===== config.mk =====
export PLATFORM = sky130hd
export DESIGN_NAME = rational_arithmetic_unit
export DESIGN_NICKNAME = d
export VERILOG_FILES = /design/src/hdl/rau_pkg.sv /design/src/hdl/rau_div.sv /design/src/hdl/rational_arithmetic_unit.sv
export SDC_FILE = /design/constraint.sdc
export NUM_CORES = 2
export LEC_CHECK = 0
export BUFFER_PORTS_ARGS = -buffer_cell sky130_fd_sc_hd__buf_2
export CAP_MARGIN = 20
export CORE_ASPECT_RATIO = 0.9
export CORE_MARGIN = 1
export CORE_UTILIZATION = 43
export DETAILED_ROUTE_END_ITERATION = 10
export GPL_ROUTABILITY_DRIVEN = 0
export PLACE_DENSITY = 0.56
export SLEW_MARGIN = 20
export SYNTH_ARGS = -nofsm -noshare
export SYNTH_HDL_FRONTEND = slang
export SYNTH_SLANG_ARGS = --single-unit

===== constraint.sdc =====
create_clock -name clk -period 12.1 [get_ports clk]
set_clock_uncertainty 0.1 [all_clocks]
set_input_delay 2.42 -clock clk [delete_from_list [all_inputs] [get_ports clk]]
set_output_delay 2.42 -clock clk [all_outputs]
set_load 0.01 [all_outputs]

===== src/hdl/rau_pkg.sv =====
// Package: widths, operation and status codes, microcode table for the rational arithmetic unit
package rau_pkg;

    localparam int OPERAND_WIDTH = 16;
    localparam int VALUE_W       = (2 * OPERAND_WIDTH + 1 > 64) ? 64 : 2 * OPERAND_WIDTH + 1;
    localparam int RESULT_W      = 33;
    localparam int OP_W          = 3;
    localparam int STATUS_W      = 2;
    localparam int SIGN_W        = 2;
    localparam int S_TDATA_W     = ((4 * OPERAND_WIDTH + 7) / 8) * 8;
    localparam int M_TDATA_BITS  = 2 * RESULT_W + SIGN_W;
    localparam int M_TDATA_W     = ((M_TDATA_BITS + 7) / 8) * 8;

    localparam logic [OP_W-1:0] OP_ADD = 3'd0;
    localparam logic [OP_W-1:0] OP_SUB = 3'd1;
    localparam logic [OP_W-1:0] OP_MUL = 3'd2;
    localparam logic [OP_W-1:0] OP_DIV = 3'd3;
    localparam logic [OP_W-1:0] OP_CMP = 3'd4;

    localparam logic [STATUS_W-1:0] ST_OK   = 2'd0;
    localparam logic [STATUS_W-1:0] ST_DIVZ = 2'd1;
    localparam logic [STATUS_W-1:0] ST_DENZ = 2'd2;

    localparam logic [SIGN_W-1:0] SGN_ZERO = 2'b00;
    localparam logic [SIGN_W-1:0] SGN_POS  = 2'b01;
    localparam logic [SIGN_W-1:0] SGN_NEG  = 2'b11;

    localparam int PC_W   = 5;
    localparam int ACT_W  = 5;
    localparam int COND_W = 4;

    localparam logic [ACT_W-1:0] ACT_NONE    = 5'd0;
    localparam logic [ACT_W-1:0] ACT_MUL_P   = 5'd1;
    localparam logic [ACT_W-1:0] ACT_MUL_Q   = 5'd2;
    localparam logic [ACT_W-1:0] ACT_MUL_D   = 5'd3;
    localparam logic [ACT_W-1:0] ACT_COMB    = 5'd4;
    localparam logic [ACT_W-1:0] ACT_EU_INIT = 5'd5;
    localparam logic [ACT_W-1:0] ACT_EU_DIV  = 5'd6;
    localparam logic [ACT_W-1:0] ACT_EU_STEP = 5'd7;
    localparam logic [ACT_W-1:0] ACT_N_DIV   = 5'd8;
    localparam logic [ACT_W-1:0] ACT_N_TAKE  = 5'd9;
    localparam logic [ACT_W-1:0] ACT_D_DIV   = 5'd10;
    localparam logic [ACT_W-1:0] ACT_D_TAKE  = 5'd11;
    localparam logic [ACT_W-1:0] ACT_SIGN    = 5'd12;
    localparam logic [ACT_W-1:0] ACT_Z_DENZ  = 5'd13;
    localparam logic [ACT_W-1:0] ACT_Z_DIVZ  = 5'd14;
    localparam logic [ACT_W-1:0] ACT_Z_BADOP = 5'd15;
    localparam logic [ACT_W-1:0] ACT_EMIT    = 5'd16;

    localparam logic [COND_W-1:0] C_NEXT        = 4'd0;
    localparam logic [COND_W-1:0] C_ALWAYS      = 4'd1;
    localparam logic [COND_W-1:0] C_NO_ITEM     = 4'd2;
    localparam logic [COND_W-1:0] C_IN_DEN_ZERO = 4'd3;
    localparam logic [COND_W-1:0] C_DIV_ZERO    = 4'd4;
    localparam logic [COND_W-1:0] C_BAD_OP      = 4'd5;
    localparam logic [COND_W-1:0] C_DEN_ZERO    = 4'd6;
    localparam logic [COND_W-1:0] C_B_ZERO      = 4'd7;
    localparam logic [COND_W-1:0] C_DIV_BUSY    = 4'd8;
    localparam logic [COND_W-1:0] C_OUT_BUSY    = 4'd9;

    localparam logic [PC_W-1:0] P_IDLE    = 5'd0;
    localparam logic [PC_W-1:0] P_CHK_DEN = 5'd1;
    localparam logic [PC_W-1:0] P_CHK_DVZ = 5'd2;
    localparam logic [PC_W-1:0] P_CHK_OP  = 5'd3;
    localparam logic [PC_W-1:0] P_MUL_P   = 5'd4;
    localparam logic [PC_W-1:0] P_MUL_Q   = 5'd5;
    localparam logic [PC_W-1:0] P_MUL_D   = 5'd6;
    localparam logic [PC_W-1:0] P_COMB    = 5'd7;
    localparam logic [PC_W-1:0] P_EU_INIT = 5'd8;
    localparam logic [PC_W-1:0] P_EU_LOOP = 5'd9;
    localparam logic [PC_W-1:0] P_EU_DIV  = 5'd10;
    localparam logic [PC_W-1:0] P_EU_WAIT = 5'd11;
    localparam logic [PC_W-1:0] P_EU_STEP = 5'd12;
    localparam logic [PC_W-1:0] P_REDUCE  = 5'd13;
    localparam logic [PC_W-1:0] P_N_WAIT  = 5'd14;
    localparam logic [PC_W-1:0] P_N_TAKE  = 5'd15;
    localparam logic [PC_W-1:0] P_D_DIV   = 5'd16;
    localparam logic [PC_W-1:0] P_D_WAIT  = 5'd17;
    localparam logic [PC_W-1:0] P_D_TAKE  = 5'd18;
    localparam logic [PC_W-1:0] P_SIGN    = 5'd19;
    localparam logic [PC_W-1:0] P_EMIT    = 5'd20;
    localparam logic [PC_W-1:0] P_RETURN  = 5'd21;
    localparam logic [PC_W-1:0] P_Z_DENZ  = 5'd22;
    localparam logic [PC_W-1:0] P_Z_DIVZ  = 5'd23;
    localparam logic [PC_W-1:0] P_Z_BADOP = 5'd24;

    typedef struct packed {
        logic [ACT_W-1:0]  act;
        logic [COND_W-1:0] cond;
        logic [PC_W-1:0]   target;
    } uword_t;

    function automatic uword_t urom(input logic [PC_W-1:0] pc);
        uword_t w;
        w = '{act: ACT_NONE, cond: C_ALWAYS, target: P_IDLE};
        unique case (pc)
            P_IDLE:    w = '{act: ACT_NONE,    cond: C_NO_ITEM,     target: P_IDLE};
            P_CHK_DEN: w = '{act: ACT_NONE,    cond: C_IN_DEN_ZERO, target: P_Z_DENZ};
            P_CHK_DVZ: w = '{act: ACT_NONE,    cond: C_DIV_ZERO,    target: P_Z_DIVZ};
            P_CHK_OP:  w = '{act: ACT_NONE,    cond: C_BAD_OP,      target: P_Z_BADOP};
            P_MUL_P:   w = '{act: ACT_MUL_P,   cond: C_NEXT,        target: P_IDLE};
            P_MUL_Q:   w = '{act: ACT_MUL_Q,   cond: C_NEXT,        target: P_IDLE};
            P_MUL_D:   w = '{act: ACT_MUL_D,   cond: C_NEXT,        target: P_IDLE};
            P_COMB:    w = '{act: ACT_COMB,    cond: C_NEXT,        target: P_IDLE};
            P_EU_INIT: w = '{act: ACT_EU_INIT, cond: C_DEN_ZERO,    target: P_SIGN};
            P_EU_LOOP: w = '{act: ACT_NONE,    cond: C_B_ZERO,      target: P_REDUCE};
            P_EU_DIV:  w = '{act: ACT_EU_DIV,  cond: C_NEXT,        target: P_IDLE};
            P_EU_WAIT: w = '{act: ACT_NONE,    cond: C_DIV_BUSY,    target: P_EU_WAIT};
            P_EU_STEP: w = '{act: ACT_EU_STEP, cond: C_ALWAYS,      target: P_EU_LOOP};
            P_REDUCE:  w = '{act: ACT_N_DIV,   cond: C_NEXT,        target: P_IDLE};
            P_N_WAIT:  w = '{act: ACT_NONE,    cond: C_DIV_BUSY,    target: P_N_WAIT};
            P_N_TAKE:  w = '{act: ACT_N_TAKE,  cond: C_NEXT,        target: P_IDLE};
            P_D_DIV:   w = '{act: ACT_D_DIV,   cond: C_NEXT,        target: P_IDLE};
            P_D_WAIT:  w = '{act: ACT_NONE,    cond: C_DIV_BUSY,    target: P_D_WAIT};
            P_D_TAKE:  w = '{act: ACT_D_TAKE,  cond: C_NEXT,        target: P_IDLE};
            P_SIGN:    w = '{act: ACT_SIGN,    cond: C_NEXT,        target: P_IDLE};
            P_EMIT:    w = '{act: ACT_EMIT,    cond: C_OUT_BUSY,    target: P_EMIT};
            P_RETURN:  w = '{act: ACT_NONE,    cond: C_ALWAYS,      target: P_IDLE};
            P_Z_DENZ:  w = '{act: ACT_Z_DENZ,  cond: C_ALWAYS,      target: P_EMIT};
            P_Z_DIVZ:  w = '{act: ACT_Z_DIVZ,  cond: C_ALWAYS,      target: P_EMIT};
            P_Z_BADOP: w = '{act: ACT_Z_BADOP, cond: C_ALWAYS,      target: P_EMIT};
            default:   w = '{act: ACT_NONE,    cond: C_ALWAYS,      target: P_IDLE};
        endcase
        return w;
    endfunction

    function automatic logic [RESULT_W-1:0] to_result(input logic signed [VALUE_W-1:0] v);
        logic signed [63:0] w;
        w = 64'(v);
        return w[RESULT_W-1:0];
    endfunction

endpackage


===== src/hdl/rau_div.sv =====
// Shift-subtract divider giving truncated quotient and remainder of two signed values
module rau_div
    import rau_pkg::*;
(
    input  logic                       clk,
    input  logic                       rst_n,
    input  logic                       start,
    input  logic signed [VALUE_W-1:0]  dividend,
    input  logic signed [VALUE_W-1:0]  divisor,
    output logic                       busy,
    output logic signed [VALUE_W-1:0]  quotient,
    output logic signed [VALUE_W-1:0]  remainder
);

    localparam int CNT_W = $clog2(VALUE_W + 1);

    logic               busy_reg,   busy_next;
    logic [CNT_W-1:0]   cnt_reg,    cnt_next;
    logic [VALUE_W-1:0] dmag_reg,   dmag_next;
    logic [VALUE_W-1:0] rem_reg,    rem_next;
    logic [VALUE_W-1:0] quo_reg,    quo_next;
    logic               neg_q_reg,  neg_q_next;
    logic               neg_r_reg,  neg_r_next;

    logic [VALUE_W:0]   trial;
    logic [VALUE_W:0]   diff;
    logic               fits;

    always_comb
    begin
        trial = {rem_reg, quo_reg[VALUE_W-1]};
        diff  = trial - {1'b0, dmag_reg};
        fits  = (trial >= {1'b0, dmag_reg});

        busy_next  = busy_reg;
        cnt_next   = cnt_reg;
        dmag_next  = dmag_reg;
        rem_next   = rem_reg;
        quo_next   = quo_reg;
        neg_q_next = neg_q_reg;
        neg_r_next = neg_r_reg;

        if (start)
        begin
            busy_next  = 1'b1;
            cnt_next   = CNT_W'(VALUE_W);
            dmag_next  = divisor[VALUE_W-1] ? VALUE_W'(-divisor) : VALUE_W'(divisor);
            quo_next   = dividend[VALUE_W-1] ? VALUE_W'(-dividend) : VALUE_W'(dividend);
            rem_next   = '0;
            neg_q_next = dividend[VALUE_W-1] ^ divisor[VALUE_W-1];
            neg_r_next = dividend[VALUE_W-1];
        end
        else if (busy_reg)
        begin
            rem_next = fits ? diff[VALUE_W-1:0] : trial[VALUE_W-1:0];
            quo_next = {quo_reg[VALUE_W-2:0], fits};
            cnt_next = cnt_reg - 1'b1;
            if (cnt_reg == CNT_W'(1))
            begin
                busy_next = 1'b0;
            end
        end
    end

    always_ff @(posedge clk or negedge rst_n)
    begin
        if (!rst_n)
        begin
            busy_reg <= 1'b0;
            cnt_reg  <= '0;
        end
        else
        begin
            busy_reg <= busy_next;
            cnt_reg  <= cnt_next;
        end
    end

    always_ff @(posedge clk)
    begin
        dmag_reg  <= dmag_next;
        rem_reg   <= rem_next;
        quo_reg   <= quo_next;
        neg_q_reg <= neg_q_next;
        neg_r_reg <= neg_r_next;
    end

    assign busy      = busy_reg;
    assign quotient  = neg_q_reg ? signed'(-quo_reg) : signed'(quo_reg);
    assign remainder = neg_r_reg ? signed'(-rem_reg) : signed'(rem_reg);

    a_start_idle: assert property (@(posedge clk) disable iff (!rst_n)
        start |-> !busy_reg)
        else $error("divider started while busy");

    a_count_run: assert property (@(posedge clk) disable iff (!rst_n)
        busy_reg |-> cnt_reg != '0)
        else $error("divider busy with an empty count");

    a_start_busy: assert property (@(posedge clk) disable iff (!rst_n)
        start |=> busy_reg && cnt_reg == CNT_W'(VALUE_W))
        else $error("divider did not load its count");

endmodule


===== src/hdl/rational_arithmetic_unit.sv =====
// Top level: microcoded rational arithmetic unit with Euclid reduction
//
//   channel | direction | tdata (low bit up)                  | tuser
//   s_      | in        | left_num, left_den, right_num,      | operation
//           |           | right_den                           |
//   m_      | out       | result_num, result_den, order_sign  | status
//
// One item at a time; a result waits in the output register while the next
// item is taken. Each Euclid remainder step is one run of the shift-subtract
// divider, and two more runs reduce the numerator and denominator. An input
// that is rejected (zero denominator, division by zero or unused code) goes
// to the emit step after its check step, without any arithmetic.
// Reset clears the step counter, divider and output valid; no clearing pass.
// A stalled m_ side holds the sequencer at its emit step.
module rational_arithmetic_unit
    import rau_pkg::*;
(
    input  logic                  clk,
    input  logic                  rst_n,
    input  logic                  s_tvalid,
    output logic                  s_tready,
    input  logic [S_TDATA_W-1:0]  s_tdata,  // left_num, left_den, right_num, right_den
    input  logic [OP_W-1:0]       s_tuser,  // operation
    output logic                  m_tvalid,
    input  logic                  m_tready,
    output logic [M_TDATA_W-1:0]  m_tdata,  // result_num, result_den, order_sign, zero fill
    output logic [STATUS_W-1:0]   m_tuser   // status
);

    localparam int OW = OPERAND_WIDTH;

    logic [PC_W-1:0]             pc_reg,     pc_next;
    logic [OP_W-1:0]             op_reg,     op_next;
    logic signed [OW-1:0]        ln_reg,     ln_next;
    logic signed [OW-1:0]        ld_reg,     ld_next;
    logic signed [OW-1:0]        rn_reg,     rn_next;
    logic signed [OW-1:0]        rd_reg,     rd_next;
    logic signed [VALUE_W-1:0]   p_reg,      p_next;
    logic signed [VALUE_W-1:0]   q_reg,      q_next;
    logic signed [VALUE_W-1:0]   num_reg,    num_next;
    logic signed [VALUE_W-1:0]   den_reg,    den_next;
    logic signed [VALUE_W-1:0]   a_reg,      a_next;
    logic signed [VALUE_W-1:0]   b_reg,      b_next;
    logic [SIGN_W-1:0]           sgn_reg,    sgn_next;
    logic [STATUS_W-1:0]         status_reg, status_next;
    logic                        m_tvalid_reg, m_tvalid_next;
    logic [M_TDATA_W-1:0]        m_tdata_reg,  m_tdata_next;
    logic [STATUS_W-1:0]         m_tuser_reg,  m_tuser_next;

    uword_t                      uw;
    logic                        jump;
    logic                        accept;
    logic                        out_free;
    logic signed [OW-1:0]        mul_a;
    logic signed [OW-1:0]        mul_b;
    logic signed [2*OW-1:0]      mul_y;
    logic signed [VALUE_W-1:0]   mul_ext;
    logic signed [VALUE_W-1:0]   ln_ext;
    logic signed [VALUE_W-1:0]   rn_ext;
    logic signed [VALUE_W-1:0]   ld_ext;
    logic                        is_addsub;
    logic                        is_sub;

    logic                        div_start;
    logic signed [VALUE_W-1:0]   div_dividend;
    logic signed [VALUE_W-1:0]   div_divisor;
    logic                        div_busy;
    logic signed [VALUE_W-1:0]   div_quo;
    logic signed [VALUE_W-1:0]   div_rem;

    rau_div u_div (
        .clk       (clk),
        .rst_n     (rst_n),
        .start     (div_start),
        .dividend  (div_dividend),
        .divisor   (div_divisor),
        .busy      (div_busy),
        .quotient  (div_quo),
        .remainder (div_rem)
    );

    assign uw       = urom(pc_reg);
    assign s_tready = (pc_reg == P_IDLE);
    assign accept   = s_tvalid && s_tready;
    assign out_free = !m_tvalid_reg || m_tready;

    assign ln_ext    = VALUE_W'(ln_reg);
    assign rn_ext    = VALUE_W'(rn_reg);
    assign ld_ext    = VALUE_W'(ld_reg);
    assign is_addsub = (op_reg == OP_ADD) || (op_reg == OP_SUB) || (op_reg == OP_CMP);
    assign is_sub    = (op_reg != OP_ADD);

    // one shared multiplier, operands picked by the current step
    always_comb
    begin
        mul_a = ln_reg;
        mul_b = rd_reg;
        unique case (uw.act)
            ACT_MUL_P:
            begin
                mul_a = ln_reg;
                mul_b = (op_reg == OP_MUL) ? rn_reg : rd_reg;
            end
            ACT_MUL_Q:
            begin
                mul_a = rn_reg;
                mul_b = ld_reg;
            end
            ACT_MUL_D:
            begin
                mul_a = ld_reg;
                mul_b = (op_reg == OP_DIV) ? rn_reg : rd_reg;
            end
            default:
            begin
                mul_a = ln_reg;
                mul_b = rd_reg;
            end
        endcase
        mul_y   = mul_a * mul_b;
        mul_ext = VALUE_W'(mul_y);
    end

    always_comb
    begin
        div_start    = (uw.act == ACT_EU_DIV) || (uw.act == ACT_N_DIV) || (uw.act == ACT_D_DIV);
        div_dividend = a_reg;
        div_divisor  = b_reg;
        unique case (uw.act)
            ACT_N_DIV:
            begin
                div_dividend = num_reg;
                div_divisor  = a_reg;
            end
            ACT_D_DIV:
            begin
                div_dividend = den_reg;
                div_divisor  = a_reg;
            end
            default:
            begin
                div_dividend = a_reg;
                div_divisor  = b_reg;
            end
        endcase
    end

    always_comb
    begin
        unique case (uw.cond)
            C_NEXT:        jump = 1'b0;
            C_ALWAYS:      jump = 1'b1;
            C_NO_ITEM:     jump = !s_tvalid;
            C_IN_DEN_ZERO: jump = (ld_reg == '0) || (rd_reg == '0);
            C_DIV_ZERO:    jump = (op_reg == OP_DIV) && (rn_reg == '0);
            C_BAD_OP:      jump = (op_reg > OP_CMP);
            C_DEN_ZERO:    jump = (den_reg == '0);
            C_B_ZERO:      jump = (b_reg == '0);
            C_DIV_BUSY:    jump = div_busy;
            C_OUT_BUSY:    jump = !out_free;
            default:       jump = 1'b1;
        endcase
        pc_next = jump ? uw.target : pc_reg + 1'b1;
    end

    always_comb
    begin
        op_next       = op_reg;
        ln_next       = ln_reg;
        ld_next       = ld_reg;
        rn_next       = rn_reg;
        rd_next       = rd_reg;
        p_next        = p_reg;
        q_next        = q_reg;
        num_next      = num_reg;
        den_next      = den_reg;
        a_next        = a_reg;
        b_next        = b_reg;
        sgn_next      = sgn_reg;
        status_next   = status_reg;
        m_tdata_next  = m_tdata_reg;
        m_tuser_next  = m_tuser_reg;
        m_tvalid_next = m_tvalid_reg && !m_tready;

        if (accept)
        begin
            op_next     = s_tuser;
            ln_next     = s_tdata[OW-1:0];
            ld_next     = s_tdata[2*OW-1:OW];
            rn_next     = s_tdata[3*OW-1:2*OW];
            rd_next     = s_tdata[4*OW-1:3*OW];
            num_next    = '0;
            den_next    = VALUE_W'(1);
            sgn_next    = SGN_ZERO;
            status_next = ST_OK;
        end

        unique case (uw.act)
            ACT_MUL_P:   p_next = mul_ext;
            ACT_MUL_Q:   q_next = mul_ext;
            ACT_MUL_D:   den_next = mul_ext;
            ACT_COMB:
            begin
                if (is_addsub)
                begin
                    if (ld_reg == rd_reg)
                    begin
                        num_next = is_sub ? ln_ext - rn_ext : ln_ext + rn_ext;
                        den_next = ld_ext;
                    end
                    else
                    begin
                        num_next = is_sub ? p_reg - q_reg : p_reg + q_reg;
                    end
                end
                else
                begin
                    num_next = p_reg;
                end
            end
            ACT_EU_INIT:
            begin
                a_next = num_reg;
                b_next = den_reg;
            end
            ACT_EU_STEP:
            begin
                a_next = b_reg;
                b_next = div_rem;
            end
            ACT_N_TAKE:  num_next = div_quo;
            ACT_D_TAKE:  den_next = div_quo;
            ACT_SIGN:
            begin
                if (op_reg != OP_CMP)
                begin
                    sgn_next = SGN_ZERO;
                end
                else if (num_reg < 0)
                begin
                    sgn_next = SGN_NEG;
                end
                else if (num_reg != '0)
                begin
                    sgn_next = SGN_POS;
                end
                else
                begin
                    sgn_next = SGN_ZERO;
                end
            end
            ACT_Z_DENZ:
            begin
                num_next    = '0;
                den_next    = VALUE_W'(1);
                sgn_next    = SGN_ZERO;
                status_next = ST_DENZ;
            end
            ACT_Z_DIVZ:
            begin
                num_next    = '0;
                den_next    = VALUE_W'(1);
                sgn_next    = SGN_ZERO;
                status_next = ST_DIVZ;
            end
            ACT_Z_BADOP:
            begin
                num_next    = '0;
                den_next    = VALUE_W'(1);
                sgn_next    = SGN_ZERO;
                status_next = ST_OK;
            end
            ACT_EMIT:
            begin
                if (out_free)
                begin
                    m_tvalid_next = 1'b1;
                    m_tdata_next  = M_TDATA_W'({sgn_reg, to_result(den_reg), to_result(num_reg)});
                    m_tuser_next  = status_reg;
                end
            end
            default:
            begin
            end
        endcase
    end

    always_ff @(posedge clk or negedge rst_n)
    begin
        if (!rst_n)
        begin
            pc_reg       <= P_IDLE;
            m_tvalid_reg <= 1'b0;
        end
        else
        begin
            pc_reg       <= pc_next;
            m_tvalid_reg <= m_tvalid_next;
        end
    end

    always_ff @(posedge clk)
    begin
        op_reg      <= op_next;
        ln_reg      <= ln_next;
        ld_reg      <= ld_next;
        rn_reg      <= rn_next;
        rd_reg      <= rd_next;
        p_reg       <= p_next;
        q_reg       <= q_next;
        num_reg     <= num_next;
        den_reg     <= den_next;
        a_reg       <= a_next;
        b_reg       <= b_next;
        sgn_reg     <= sgn_next;
        status_reg  <= status_next;
        m_tdata_reg <= m_tdata_next;
        m_tuser_reg <= m_tuser_next;
    end

    assign m_tvalid = m_tvalid_reg;
    assign m_tdata  = m_tdata_reg;
    assign m_tuser  = m_tuser_reg;

    a_idle_div: assert property (@(posedge clk) disable iff (!rst_n)
        (pc_reg == P_IDLE) |-> !div_busy)
        else $error("sequencer idle while divider runs");

    a_one_item: assert property (@(posedge clk) disable iff (!rst_n)
        accept |=> !s_tready)
        else $error("second transaction taken before the first finished");

    a_status_code: assert property (@(posedge clk) disable iff (!rst_n)
        m_tvalid |-> (m_tuser == ST_OK) || (m_tuser == ST_DIVZ) || (m_tuser == ST_DENZ))
        else $error("unknown status on result");

    a_sign_ok: assert property (@(posedge clk) disable iff (!rst_n)
        (m_tvalid && m_tdata[2*RESULT_W+SIGN_W-1:2*RESULT_W] != SGN_ZERO)
        |-> m_tuser == ST_OK)
        else $error("order sign set on a rejected transaction");

endmodule


==> impl_metrics.json <==
{
  "design_area_mm2": 0.0411,
  "fp.dieH_um": 282,
  "clk_latency_ns": 0.62,
  "ys_seq_elements": 451,
  "antennaDiodeCount": 0,
  "largest_register_ffs": 68,
  "ys_types": 99,
  "slew_headroom": 0.239,
  "cts_hold_buf": 0,
  "yosysSeqAreaShare": 0.343,
  "cts_tree": "yes",
  "synth_edf_count": 372,
  "vias_per_cell": 5.72,
  "critPathMostFrequentCell": "fa_1",
  "wl_met2_mm": 55.9,
  "drv_slew": 0,
  "mostFrequentLayoutCells": "464 x nand2_1, 383 x inv_1, 372 x edfxtp_1",
  "cts_setup_buffers": 0,
  "grt_pass1_wl_mm": 180,
  "synthArstFlopShare": 0.0288,
  "placementRows": 102,
  "final_common_cell": "nand2_1",
  "grt_start_max_net_pins": 99,
  "clk_path_buf_depth": 3,
  "rsz0062_at_grt": "false",
  "worstPathArrival_ns": 11.05,
  "ff2ff_setup_slack_ns": 1.49,
  "dp_hpwl_mm": 91.7,
  "synthCells": 3940,
  "cts_buffers": 50,
  "synth_area_mm2": 0.0374,
  "start_kind": "register",
  "fill_cells": 8339,
  "end_kind": "register",
  "finalNonFillerCells": 5195,
  "ios": 147,
  "htreeDepth": 2,
  "io_buffers": 142,
  "antenna_left": 0,
  "setup_tns_ns": 0,
  "clk_pin_slew_ns": 0.07,
  "fin_nets": 4530,
  "track_usage": 0.267,
  "drtIter0Drc": 2463,
  "syn_to_final_growth_pct": 9.89,
  "required_ns": 12.54,
  "vias": 29700,
  "status": "finished clean",
  "hold_viol": 0,
  "wl_mm": 118,
  "grt_overflow": 0,
  "r2r-start": "pc_reg[0]$_DFFE_PN0P_",
  "fin_crit_sh": 0.877,
  "placed_cell_area_mm2": 0.0393,
  "critPathKind": "register to register",
  "cts_root_buffer": "clkbuf_16",
  "numClockSinks": 451,
  "hold_path.class": "register to register",
  "initial_utilization": 0.434,
  "die_x_um": 313,
  "wl_per_cell_um": 22.7,
  "slowest_delay_ns": 0.89,
  "setup_viol_count_final": 0,
  "max_freq_ghz": 0.0942,
  "drc": 0,
  "dr.pass1.iters": 8,
  "worstMarginPinSlew_ns": 1.14,
  "fp.coreArea_mm2": 0.0861,
  "cp_max_fo": 15,
  "ys.warnings.count": 0,
  "hold_path_startpoint": "sgn_reg[0]$_SDFFCE_PN0P_",
  "period_needed_ns": 10.61,
  "grt_pass1_vias": 29400,
  "cp-startpoint": "pc_reg[0]$_DFFE_PN0P_",
  "ys_dominant_reg_cell": "edfxtp_1",
  "grt_antenna_before_repair": 0,
  "ctsResizeCount": 0,
  "final_layout_size_suffix_gt1_frac": 0.0866,
  "drv_cap": 0,
  "cp_slowest_cell": "a221oi_1",
  "synth_area_per_cell_um2": 9.50,
  "wl_met1_mm": 49.6,
  "wl_met3_mm": 7.36,
  "dp_cells": 5099,
  "fp.dieArea_mm2": 0.0882,
  "top_layer_used": "met4"
}
[cells in the mapped netlist (all sizes together), types with 26 or more instances]
cell	number	area [µm²]
a21o	46	345
a21oi	207	1040
a221o	36	360
a221oi	38	380
a22o	29	254
a22oi	48	360
a31oi	27	169
and2	28	178
and3	39	244
buf	52	255
clkbuf	139	522
dfxtp	66	1320
edfxtp	372	11200
fa	265	5310
ha	185	2310
inv	387	1450
mux2i	69	691
nand2	466	1760
nand2b	42	263
nand3	39	200
nand4	33	206
nor2	323	1210
nor3	54	285
nor4	43	269
o211ai	29	218
o21ai	271	1370
o31ai	30	230
or4	26	203
xnor2	140	1230
xor2	145	1270
[stage by stage]
step | worst slack [ns] | hold slack [ns] | util
6_report | 1.49 | 0.320 | 0.477
5_1_grt | 0.693 | 0.332 | 0.477
4_1_cts | 1.34 | 0.320 | 0.477
3_5_place_dp | 1.41 | 0.305 | 0.457
3_3_place_gp | 1.58 | 0.307 | 0.457
2_1_floorplan | 1.93 | 0.300 | -
[layer usage]
layer | vias up | track usage
met3 | 217 | 0.0433
li1 | 14000 | -
met4 | 0 | 0.106
met2 | 1032 | 0.450
met1 | 14500 | 0.343
met5 | - | 0
[kinds of logic after synthesis]
family	Yosys count	share of synthesized area
AND/OR/NAND/NOR	1178	0.145
AO/OA/AOI/OAI	922	0.162
buffers and inverters	578	0.0596
flip-flops	451	0.343
adder cells (fa/ha/maj)	450	0.204
XOR/XNOR	285	0.0667
multiplexers	75	0.0207
other	1	0.000100
[worst paths after layout]
| kind | end | cells past startpoint |
|---|---|---|
| worst max-delay path | den_reg[31]$_DFF_P_ | 32 |
| worst min-delay path | m_tdata[66]$_DFFE_PP_ | 0 |
| worst max register to register | den_reg[31]$_DFF_P_ | 32 |
| worst min register to register | m_tdata[66]$_DFFE_PP_ | 0 |
| max in group asynchronous | u_div.busy$_DFF_PN0_ | 1 |
| min in group asynchronous | pc_reg[3]$_DFF_PN0_ | 1 |
[critical path, delay by kind of cell (launching register included)]
kind	cells	cell delay (ns)
AOI/OAI and AO/OA	11	3.52
xor gates and xnor gates	1	0.22
buffers and inverters	5	0.41
DFF	1	0.56
and+or+nand+nor	7	1.81
adders and majority gates	8	3.92
[layout make-up]
type | count | area, µm² | share of cell area
clock buffers | 64 | 1390 | 0.0337
clock inverters | 30 | 387 | 0.00940
inverters | 387 | 1450 | 0.0353
multi-input cells | 2914 | 22500 | 0.546
flip-flops and latches | 451 | 12800 | 0.312
well taps | 1144 | 1430 | 0.0348
repair buffers | 205 | 1180 | 0.0286
Power is not shown: default switching activity piles up to over one toggle a cycle in this logic, so the estimate is an artifact.
